==> config.mk <==
export PLATFORM = sky130hd
export DESIGN_NAME = rls_ctrl
export DESIGN_NICKNAME = d
export VERILOG_FILES = /design/src/rls_pkg.sv /design/src/rls_ctrl.sv
export SDC_FILE = /design/constraint.sdc
export NUM_CORES = 1
export LEC_CHECK = 0
export BUFFER_PORTS_ARGS = -buffer_cell sky130_fd_sc_hd__buf_4
export CAP_MARGIN = 40
export CORE_AREA = 3 3 40 42
export CTS_CLUSTER_SIZE = 25
export DETAILED_ROUTE_END_ITERATION = 10
export DIE_AREA = 0 0 43 45
export GPL_TIMING_DRIVEN = 0
export PLACE_DENSITY = 0.56
export SYNTH_ARGS = -nofsm -noshare
export SYNTH_HDL_FRONTEND = slang
export SYNTH_SLANG_ARGS = --single-unit
==> constraint.sdc <==
create_clock -name clk -period 1.39 [get_ports clk]
set_input_delay 0.0695 -clock clk [delete_from_list [all_inputs] [get_ports clk]]
set_output_delay 0.0695 -clock clk [all_outputs]
set_load 0.1 [all_outputs]
==> src/rls_pkg.sv <==
// ----------------------------------------------------------------------------
// rls_pkg - shared definitions for the LED strip serializer
// Store geometry, input kinds, register indexes, command/status bundles.
// ----------------------------------------------------------------------------
package rls_pkg;

  localparam int MAX_PIXELS = 256;
  localparam int PIX_IDX_W  = (MAX_PIXELS > 1) ? $clog2(MAX_PIXELS) : 1;
  localparam int CNT_W      = $clog2(MAX_PIXELS + 1);
  localparam int PCOUNT_W   = 9;
  localparam int CMP_W      = (PCOUNT_W > CNT_W) ? PCOUNT_W : CNT_W;
  localparam int CFG_IDX_W  = 3;
  localparam int CFG_DATA_W = 9;

  // input item kinds
  localparam logic [1:0] KIND_WRITE = 2'd0;
  localparam logic [1:0] KIND_FILL  = 2'd1;
  localparam logic [1:0] KIND_SHOW  = 2'd2;
  localparam logic [1:0] KIND_TICK  = 2'd3;

  // configuration register indexes
  localparam logic [CFG_IDX_W-1:0] REG_PIXEL_COUNT = 3'd0;
  localparam logic [CFG_IDX_W-1:0] REG_BRIGHTNESS  = 3'd1;
  localparam logic [CFG_IDX_W-1:0] REG_T0_HIGH     = 3'd2;
  localparam logic [CFG_IDX_W-1:0] REG_T0_LOW      = 3'd3;
  localparam logic [CFG_IDX_W-1:0] REG_T1_HIGH     = 3'd4;
  localparam logic [CFG_IDX_W-1:0] REG_T1_LOW      = 3'd5;

  // controller -> datapath
  typedef struct packed {
    logic take;       // item transfer: latch products, update serializer, load result
    logic wr_en;      // store write this cycle
    logic wr_zero;    // write zeros (clear pass)
    logic wr_walk;    // address from walk counter, else latched index
    logic walk_clr;
    logic walk_inc;
    logic rd_en;      // fetch pixel at pixel_pos
  } ctl_cmd_t;

  // datapath -> controller
  typedef struct packed {
    logic sending;
    logic idx_ok;         // pixel_index below active count
    logic active_zero;
    logic pix_advance;    // a tick now moves on to a new pixel
    logic walk_at_max;
    logic walk_at_active;
    logic out_blocked;    // result register full and stalled
  } ctl_sts_t;

  // x / 255 for x <= 255*255, exact
  function automatic logic [7:0] div255(input logic [15:0] x);
    logic [16:0] s;
    s = {1'b0, x} + 17'd1 + {9'd0, x[15:8]};
    return s[15:8];
  endfunction

endpackage

==> src/rls_ctrl.sv <==
// ----------------------------------------------------------------------------
// rls_ctrl - sequencing for the LED strip serializer
// Clear pass, item transfer, pixel write, fill walk and pixel fetch.
// ----------------------------------------------------------------------------
module rls_ctrl (
  input  logic              clk,
  input  logic              rst,
  input  logic              in_valid,
  input  logic [1:0]        kind,
  output logic              in_stall,
  input  rls_pkg::ctl_sts_t sts,
  output rls_pkg::ctl_cmd_t cmd
);

  localparam logic [2:0] ST_CLEAR = 3'd0;
  localparam logic [2:0] ST_IDLE  = 3'd1;
  localparam logic [2:0] ST_WRITE = 3'd2;
  localparam logic [2:0] ST_FILL  = 3'd3;
  localparam logic [2:0] ST_LOAD  = 3'd4;

  logic [2:0] state, state_next;
  logic       accept;

  assign in_stall = (state != ST_IDLE) || sts.out_blocked;
  assign accept   = in_valid && !in_stall;

  always_comb begin
    state_next   = state;
    cmd          = '0;
    cmd.take     = accept;
    unique case (state)
      ST_CLEAR: begin
        cmd.wr_en    = 1'b1;
        cmd.wr_zero  = 1'b1;
        cmd.wr_walk  = 1'b1;
        cmd.walk_inc = 1'b1;
        if (sts.walk_at_max) state_next = ST_IDLE;
      end
      ST_IDLE: begin
        if (accept) begin
          unique case (kind)
            rls_pkg::KIND_WRITE: begin
              if (!sts.sending && sts.idx_ok) state_next = ST_WRITE;
            end
            rls_pkg::KIND_FILL: begin
              cmd.walk_clr = 1'b1;
              if (!sts.sending && !sts.active_zero) state_next = ST_FILL;
            end
            rls_pkg::KIND_SHOW: begin
              if (!sts.sending && !sts.active_zero) state_next = ST_LOAD;
            end
            default: begin
              if (sts.sending && sts.pix_advance) state_next = ST_LOAD;
            end
          endcase
        end
      end
      ST_WRITE: begin
        cmd.wr_en  = 1'b1;
        state_next = ST_IDLE;
      end
      ST_FILL: begin
        cmd.wr_en    = 1'b1;
        cmd.wr_walk  = 1'b1;
        cmd.walk_inc = 1'b1;
        if (sts.walk_at_active) state_next = ST_IDLE;
      end
      ST_LOAD: begin
        cmd.rd_en  = 1'b1;
        state_next = ST_IDLE;
      end
      default: state_next = ST_IDLE;
    endcase
  end

  always_ff @(posedge clk) begin
    if (rst) begin
      state <= ST_CLEAR;
    end else begin
      state <= state_next;
    end
  end

  // store is never written mid-show
  a_no_write_while_sending: assert property (@(posedge clk) disable iff (rst)
    cmd.wr_en && !cmd.wr_zero |-> !sts.sending)
    else $error("store write during show");

  // a fetch only happens for an active show
  a_load_only_sending: assert property (@(posedge clk) disable iff (rst)
    state == ST_LOAD |-> sts.sending)
    else $error("pixel fetch while idle");

  // a started show fetches pixel 0 next
  a_show_fetches: assert property (@(posedge clk) disable iff (rst)
    accept && kind == rls_pkg::KIND_SHOW && !sts.sending && !sts.active_zero
      |=> state == ST_LOAD)
    else $error("show did not fetch first pixel");

  // the pixel write state always hands back to idle
  a_write_blocks: assert property (@(posedge clk) disable iff (rst)
    state == ST_WRITE |=> state == ST_IDLE)
    else $error("pixel write longer than one cycle");

endmodule

==> results of run 1 <==
==> worst max-delay path, cell delays in order (launching register included) <==
cell and delay, ns:
dfxtp_4 0.35, nor4b_4 0.30, nand2_2 0.14, or4_4 0.50, a21oi_2 0.12
==> where the power goes <==
group | switching [mW] | internal (mW) | leakage (nW)
clock | 0.0423 | 0.107 | 0.0150
combinational | 0.140 | 0.0822 | 0.242
sequential | 0.00391 | 0.0854 | 0.0266
==> layout make-up <==
cell class / count / share of cell area, %
clock buffer: 4 / 4.21
multi-input combinational: 21 / 35.9
timing repair buffer: 27 / 37.5
tap: 15 / 3.01
inverter: 5 / 3.01
sequential: 3 / 11.4
buffer: 2 / 5.01
==> logic make-up (layout without fill, tap and decap cells) <==
kind of cell,after synthesis,count (layout)
AO/OA/AOI/OAI,5,5
XOR/XNOR,1,1
buffers and inverters,7,38
flip-flops,3,3
multiplexers,2,2
AND/OR/NAND/NOR,13,13
==> metal layers <==
metal / GRT usage, % / vias to the layer above / routed length (um)
met4: 3.61 / 0 / 0
met1: 9.35 / 150 / 296
li1: - / 170 / -
met3: 5.98 / 0 / 90
met2: 17.4 / 17 / 447
met5: 0 / - / 0
==> layout by cell type (no fill, tap or decap), drive strengths merged <==
cell / instances
buf: 28
inv: 5
clkbuf: 4
dfxtp: 3
a21oi: 3
nor2: 2
nor4b: 2
mux2i: 2
nand2: 2
nor3: 1
xor2: 1
nand2b: 1
nor3b: 1
or4: 1
or4b: 1
or3: 1
nand4: 1
o311a: 1
o21a: 1
dlygate4sd3: 1
==> Yosys cell counts <==
library cell,instances,area share (%)
dfxtp_1,3,24
nor3_1,1,2.0
a21oi_1,3,5.9
nor2_1,2,3.0
nand2_2,1,2.5
nand4_1,1,2.5
xor2_1,1,3.4
or4b_2,1,3.9
nand2_1,1,1.5
nand2b_1,1,2.5
nor3b_1,1,3.0
nor4b_4,1,9.4
buf_4,2,5.9
o21a_1,1,3.0
or3_1,1,2.5
o311a_1,1,3.9
mux2i_1,2,7.9
nor4b_1,1,3.4
inv_1,5,7.4
or4_1,1,3.0
==> worst paths after layout <==
kind,startpoint,to,slack (ns),depth (start not counted)
worst min-delay path,sts[1],state[1],0.11,3
worst max register to register,state[2],state[1],-0.08,4
worst max-delay path,state[2],state[1],-0.08,4
worst min register to register,state[0],state[1],0.64,2
==> metrics by stage <==
step	worst slack, ns	util, %
after floorplan	-0.176	-
after global placement	-0.249	36.9
after detailed placement	-0.268	36.9
after CTS	-0.0844	43.7
after global routing	-0.135	48.6
final	-0.0831	48.6
==> repair_timing <==
item,4_1_cts,5_1_grt
gates resized for setup,10,6
hold endpoints to repair,1,0
setup buffers,2,5
endpoints found under the setup margin,7,5
pin swaps,3,2
hold buffers,1,0
==> results.json, run 1 <==
{
  "nNetsFinal": 75,
  "multi_input_area_um2": 224,
  "fillers": 127,
  "h-tree-depth": 1,
  "cp-start-kind": "flip-flop",
  "yosys.area_share.simple_pct": 38.9,
  "drc_errors": 0,
  "largest_reg_flops": 3,
  "post_route_cells_drive_above_1_share_pct": 74.2,
  "critPathArrivalTime_ns": 1.63,
  "grt_pass1_wl_um": 1350,
  "ff_latch_area_um2": 71.3,
  "io_pins": 20,
  "tightestPinTransition_ns": 0.278,
  "cap_violations": 0,
  "critPathKind": "reg2reg",
  "placed_area_um2": 474,
  "leakagePower_nw": 0.284,
  "clkTransAtPathRegs_ns": 0.04,
  "grt_max_degree": 7,
  "synth-seq-cells": 3,
  "overflow": 0,
  "wl_per_cell_um": 10.8,
  "synth_compound_area_share_pct": 12.8,
  "die_x_um": 43,
  "drt_pass1_iterations": 3,
  "violations": "setup timing",
  "cts_tree": "built",
  "coreArea_um2": 1280,
  "mappedNetlistArea_um2": 254,
  "clock.fmax_ghz": 0.679,
  "rows": 13,
  "diodes": 0,
  "synthAdderAreaFrac_pct": 0,
  "root_buffer": "clkbuf_4",
  "final_antenna_net_count": 0,
  "peakVddDrop_mv": 0.398,
  "die-area_um2": 1940,
  "netlist_instances": 31,
  "final_cell_area_um2": 624,
  "setup_viol_count_final": 3,
  "cts.sinks": 3,
  "clock_path_buffers": 2,
  "cts_buffers": 3,
  "port_buffers": 19,
  "fin_crit_sh_pct": 106,
  "clk_latency_ns": 0.23,
  "timing.hold.ws_ns": 0.109,
  "die_y_um": 45,
  "syn_nets": 43,
  "avgSynthCellArea_um2": 8.19,
  "synth.yosys.seq_area_share_pct": 23.6,
  "worstPathRequired_ns": 1.55,
  "status": "finished, violations left",
  "yosys.cell_types.count": 20,
  "fin_skew_ns": 0.00361,
  "initial_core_util_pct": 19.8,
  "vias": 337,
  "setup_slack_ns": -0.0831,
  "final_cells": 77,
  "reg.largest.list": "state x3",
  "routed_wl_um": 834,
  "hold_viol_final": 0,
  "largest-register": "state",
  "hp-class": "in2reg",
  "dp_hpwl_um": 579,
  "grt_use_total_pct": 9.81,
  "first_global_vias": 336,
  "p_per_area_nw_per_um2": 738,
  "path_max_fanout": 4,
  "synth_top_family_by_area": "simple AND/OR/NAND/NOR gates",
  "drt-vias-per-instance": 4.38,
  "area_delta_synth_final_pct": 146,
  "finalMaxSlewViolations": 0,
  "synth.mux.area_fraction_pct": 7.88,
  "power.total_mw": 0.461,
  "gp_congestion": 0.674,
  "grt_setup_unrepaired": "true",
  "critPathCaptureType": "flip-flop",
  "antenna_found_initial": 0,
  "initialDrtViolationCount": 3,
  "relSlewSlack_pct": 81.6,
  "finalSetupTns_ns": -0.150,
  "placed_cells": 65,
  "synth_xor_area_share_pct": 3.45,
  "yosysWarnings": 0,
  "finalCriticalPeriod_ns": 1.47
}
Note: power is estimated with default switching activity, not from simulation.
==> inputs of run 2 (changes only) <==
HOLD_SLACK_MARGIN = 0.03   (was not set)
SKIP_LAST_GASP = 1   (was not set)
==> results.json, run 2 (synthesis gave the netlist of run 1 again) <==
{
  "r2r_cells": 4,
  "cts.sinks": 3,
  "grt_setup_unrepaired": "true",
  "critPathKind": "reg2reg",
  "path_max_fanout": 4,
  "cp-start-kind": "flip-flop",
  "clk_latency_ns": 0.23,
  "root_buffer": "clkbuf_4",
  "initial_core_util_pct": 19.8,
  "post-route-util_pct": 47.6,
  "die_x_um": 43,
  "clkTransAtPathRegs_ns": 0.04,
  "die-area_um2": 1940,
  "hp-class": "in2reg",
  "grt_pass1_wl_um": 1350,
  "timing.hold.ws_ns": 0.104,
  "drt-vias-per-instance": 4.39,
  "initialDrtViolationCount": 6,
  "grt_max_degree": 7,
  "diodes": 0,
  "grt_use_total_pct": 9.81,
  "h-tree-depth": 1,
  "largest-register": "state",
  "placed_cells": 65,
  "vias": 338,
  "final_cell_mix": "buf_4, inv_1, buf_12, clkbuf_4, dfxtp_4",
  "leakagePower_nw": 0.276,
  "violations": "setup timing",
  "die_y_um": 45,
  "p_per_area_nw_per_um2": 754,
  "first_global_vias": 336,
  "largest_reg_flops": 3,
  "setup_viol_count_final": 3,
  "finalMaxSlewViolations": 0,
  "top_layer": "met3",
  "hold_viol_final": 0,
  "status": "finished, violations left",
  "clock.fmax_ghz": 0.679,
  "fillers": 124,
  "dr_wl_met2_um": 429,
  "fin_crit_sh_pct": 106,
  "worstPathRequired_ns": 1.56,
  "min_delay_path_depth": 3,
  "wl_met1_um": 285,
  "critPathArrivalTime_ns": 1.64,
  "final_cells": 77,
  "fin_skew_ns": 0.00379,
  "coreArea_um2": 1280,
  "reg.largest.list": "state x3",
  "finalCriticalPeriod_ns": 1.47,
  "cts_buffers": 3,
  "cts_tree": "built",
  "relSlewSlack_pct": 81.6,
  "area_delta_synth_final_pct": 141,
  "drc_errors": 0,
  "nNetsFinal": 75,
  "final_antenna_net_count": 0,
  "overflow": 0,
  "rows": 13,
  "peakVddDrop_mv": 0.380,
  "routed_wl_um": 816,
  "antenna_found_initial": 0,
  "port_buffers": 19,
  "clock_path_buffers": 2,
  "tightestPinTransition_ns": 0.278,
  "wl_per_cell_um": 10.6,
  "critPathCaptureType": "flip-flop",
  "drt_pass1_iterations": 3,
  "cap_violations": 0,
  "final_common_cell": "buf_4",
  "setup_slack_ns": -0.0835,
  "routed-wl-met3_um": 101,
  "io_pins": 20,
  "post_route_cells_drive_above_1_share_pct": 74.2,
  "gp_congestion": 0.674,
  "dp_hpwl_um": 579
}
run 2: cell counts in the layout (fill, tap and decap cells not counted):
No cell type changed its count.
run 2: area by class of cell:
class                   count  area [um2]  area share (%)
inverters                   5        18.8            3.07
repair buffers             27         234            38.2
flip-flops and latches      3        71.3            11.7
clock buffers               4        26.3            4.29
well taps                  15        18.8            3.07
multi-input cells          21         215            35.2
plain buffers               2        27.5            4.50
run 2: power by group:
| part | internal [mW] | total, mW | switching [mW] |
|---|---|---|---|
| combinational | 0.0808 | 0.218 | 0.137 |
| sequential | 0.0853 | 0.0892 | 0.00386 |
| clock | 0.108 | 0.154 | 0.0462 |
| total | 0.274 | 0.461 | 0.188 |
run 2: repair_timing:
action	CTS	global route
pin swaps	3	2
hold endpoints to repair	2	0
hold buffers	1	0
endpoints found under the setup margin	7	5
buffers inserted	2	5
resized for setup	10	4
run 2: worst max-delay path, cell delays in order (launching register included):
cell and delay (ns):
dfxtp_4 0.35, nor4b_4 0.30, nand2_2 0.14, or4_4 0.50, a21oi_2 0.12
run 2: worst paths after layout:
path	startpoint	to	slack (ns)
max	state[2]	state[1]	-0.08
min	sts[1]	state[1]	0.10
max reg2reg	state[2]	state[1]	-0.08
min reg2reg	state[0]	state[1]	0.64
run 2: routing by layer:
metal / GRT usage (%) / up-vias
li1: - / 170
met1: 9.35 / 147
met2: 17.4 / 21
met3: 5.98 / 0
met4: 3.61 / 0
met5: 0 / -
run 2: per-stage QoR:
step	power, mW	setup TNS, ns	instance area (um2)	setup slack [ns]
after CTS	0.461	-0.172	562	-0.0844
after global routing	0.491	-0.427	612	-0.140
after floorplan	0.237	-0.472	313	-0.176
final	0.461	-0.148	612	-0.0835
after global placement	0.291	-0.360	474	-0.249
after detailed placement	0.291	-0.386	474	-0.268
==> inputs of run 3 (changes only) <==
PLACE_DENSITY = 0.53   (was 0.56)
==> results.json, run 3 (synthesis gave the netlist of run 1 again) <==
{
  "status": "finished, violations left",
  "violations": "setup timing",
  "relSlewSlack_pct": 81.6,
  "area_delta_synth_final_pct": 141,
  "io_pins": 20,
  "power.total_mw": 0.469,
  "peakVddDrop_mv": 0.411,
  "hp-class": "in2reg",
  "routed_wl_um": 759,
  "drt-vias-per-instance": 4.51,
  "dp_hpwl_um": 587,
  "cp-start-kind": "flip-flop",
  "clk_latency_ns": 0.23,
  "leakagePower_nw": 0.273,
  "cp_cell_sequence": "nor4b_4 > nand2_2 > or4_4 > a21oi_2",
  "power_frac_comb_pct": 49.2,
  "preCtsSetupSlack_ns": -0.276,
  "crit_slowest_cell": "or4_4",
  "drc_errors": 0,
  "cap_violations": 0,
  "coreArea_um2": 1280,
  "first_global_vias": 329,
  "fin_crit_sh_pct": 105,
  "critPathArrivalTime_ns": 1.62,
  "antenna_found_initial": 0,
  "cpLargestDelayFamily": "simple AND/OR/NAND/NOR gates",
  "final_cell_mix": "buf_4, inv_1, buf_12",
  "crit_buf_inv": 0,
  "hold_viol_final": 0,
  "pwr-share-seq_pct": 18.8,
  "cpPeakStageDelay_ns": 0.50,
  "overflow": 0,
  "path_max_fanout": 4,
  "initialDrtViolationCount": 0,
  "p_switching_mw": 0.184,
  "post_route_cells_drive_above_1_share_pct": 69.5,
  "grt_setup_unrepaired": "true",
  "clock.fmax_ghz": 0.683,
  "grt_use_total_pct": 8.49,
  "critPathCaptureType": "flip-flop",
  "reg.largest.list": "state x3",
  "drt_pass1_iterations": 1,
  "nNetsFinal": 72,
  "finalMaxSlewViolations": 0,
  "cts_tree": "built",
  "clock_path_buffers": 2,
  "p_per_area_nw_per_um2": 767,
  "pwr-share-clk_pct": 32.0,
  "sw_frac_of_total_pct": 39.3,
  "critPathKind": "reg2reg",
  "setup_viol_count_final": 2,
  "clkTransAtPathRegs_ns": 0.03,
  "finalCriticalPeriod_ns": 1.46,
  "fin_skew_ns": 0.00206,
  "rows": 13,
  "h-tree-depth": 1,
  "vias": 334,
  "final_antenna_net_count": 0,
  "die_x_um": 43,
  "final_common_cell": "buf_4",
  "die_y_um": 45,
  "initial_core_util_pct": 19.8,
  "setup_slack_ns": -0.0735,
  "grt_pass1_wl_um": 1260,
  "port_buffers": 19,
  "worstPathRequired_ns": 1.55,
  "diodes": 0,
  "largest-register": "state",
  "power.internal_mw": 0.285,
  "die-area_um2": 1940,
  "largest_reg_flops": 3,
  "grt_max_degree": 7,
  "cts_buffers": 3,
  "wl_per_cell_um": 10.3,
  "root_buffer": "clkbuf_4",
  "gp_congestion": 0.674,
  "cts.sinks": 3,
  "tightestPinTransition_ns": 0.278
}
==> run 3: cell types whose count changed in the layout (fill, tap and decap cells not counted) <==
cell     previous run  this run
buf_4              24        18
buf_6               1         2
inv_1               4         5
nor4b_1             0         1
nor4b_2             1         0
buf_12              3         5
inv_2               1         0
==> run 3: final cells by class <==
cell class	instances	area, um2
Buffer	2	27.5
Clock buffer	4	26.3
Fill cell	135	673
Inverter	5	18.8
Multi-Input combinational cell	21	209
Sequential cell	3	71.3
Tap cell	15	18.8
Timing Repair Buffer	24	240
==> run 3: power groups by stage <==
stage          registers (mW)  logic [mW]  clock network (mW)
6_report               0.0883       0.231               0.150
5_1_grt                0.0886       0.241               0.163
4_1_cts                0.0885       0.216               0.152
3_5_place_dp           0.0960       0.195                   0
3_3_place_gp           0.0960       0.194                   0
2_1_floorplan          0.0949       0.142                   0
==> run 3: tightest hold or removal path, delay by kind of cell <==
family          cells  cell delay (ns)
compound gates      1             0.04
buf+inv             1             0.07
simple gates        1             0.11
==> run 3: metrics by stage <==
step	instances	hold WS [ns]	util, %	cell area, um2	TNS [ns]
6_report	74	0.110	47.6	612	-0.103
5_1_grt	74	0.123	47.6	612	-0.277
4_1_cts	73	0.110	44.7	574	-0.240
3_5_place_dp	65	0.251	36.9	474	-0.377
3_3_place_gp	65	0.250	36.9	474	-0.385
2_1_floorplan	31	0.129	-	313	-0.472
==> run 3: final timing paths <==
kind              startpoint  cells past startpoint  slack [ns]       end
setup / recovery    state[1]                      4       -0.07  state[1]
hold / removal        sts[1]                      3        0.11  state[1]
setup reg to reg    state[1]                      4       -0.07  state[1]
hold reg to reg     state[2]                      2        0.64  state[1]
==> run 3: repair_timing <==
action                                  in CTS  in global routing
pin swaps                                    4                  2
endpoints found under the hold margin        2                  0
setup buffers                                3                  1
hold buffers                                 1                  0
endpoints found under the setup margin       6                  6
resized for setup                           12                  7
==> run 3: routing by layer <==
metal	share of wire [%]	global-route usage (%)
met1	38	8.19
met2	52	16.8
met3	8.8	1.20
met4	1.7	5.42
met5	0	0
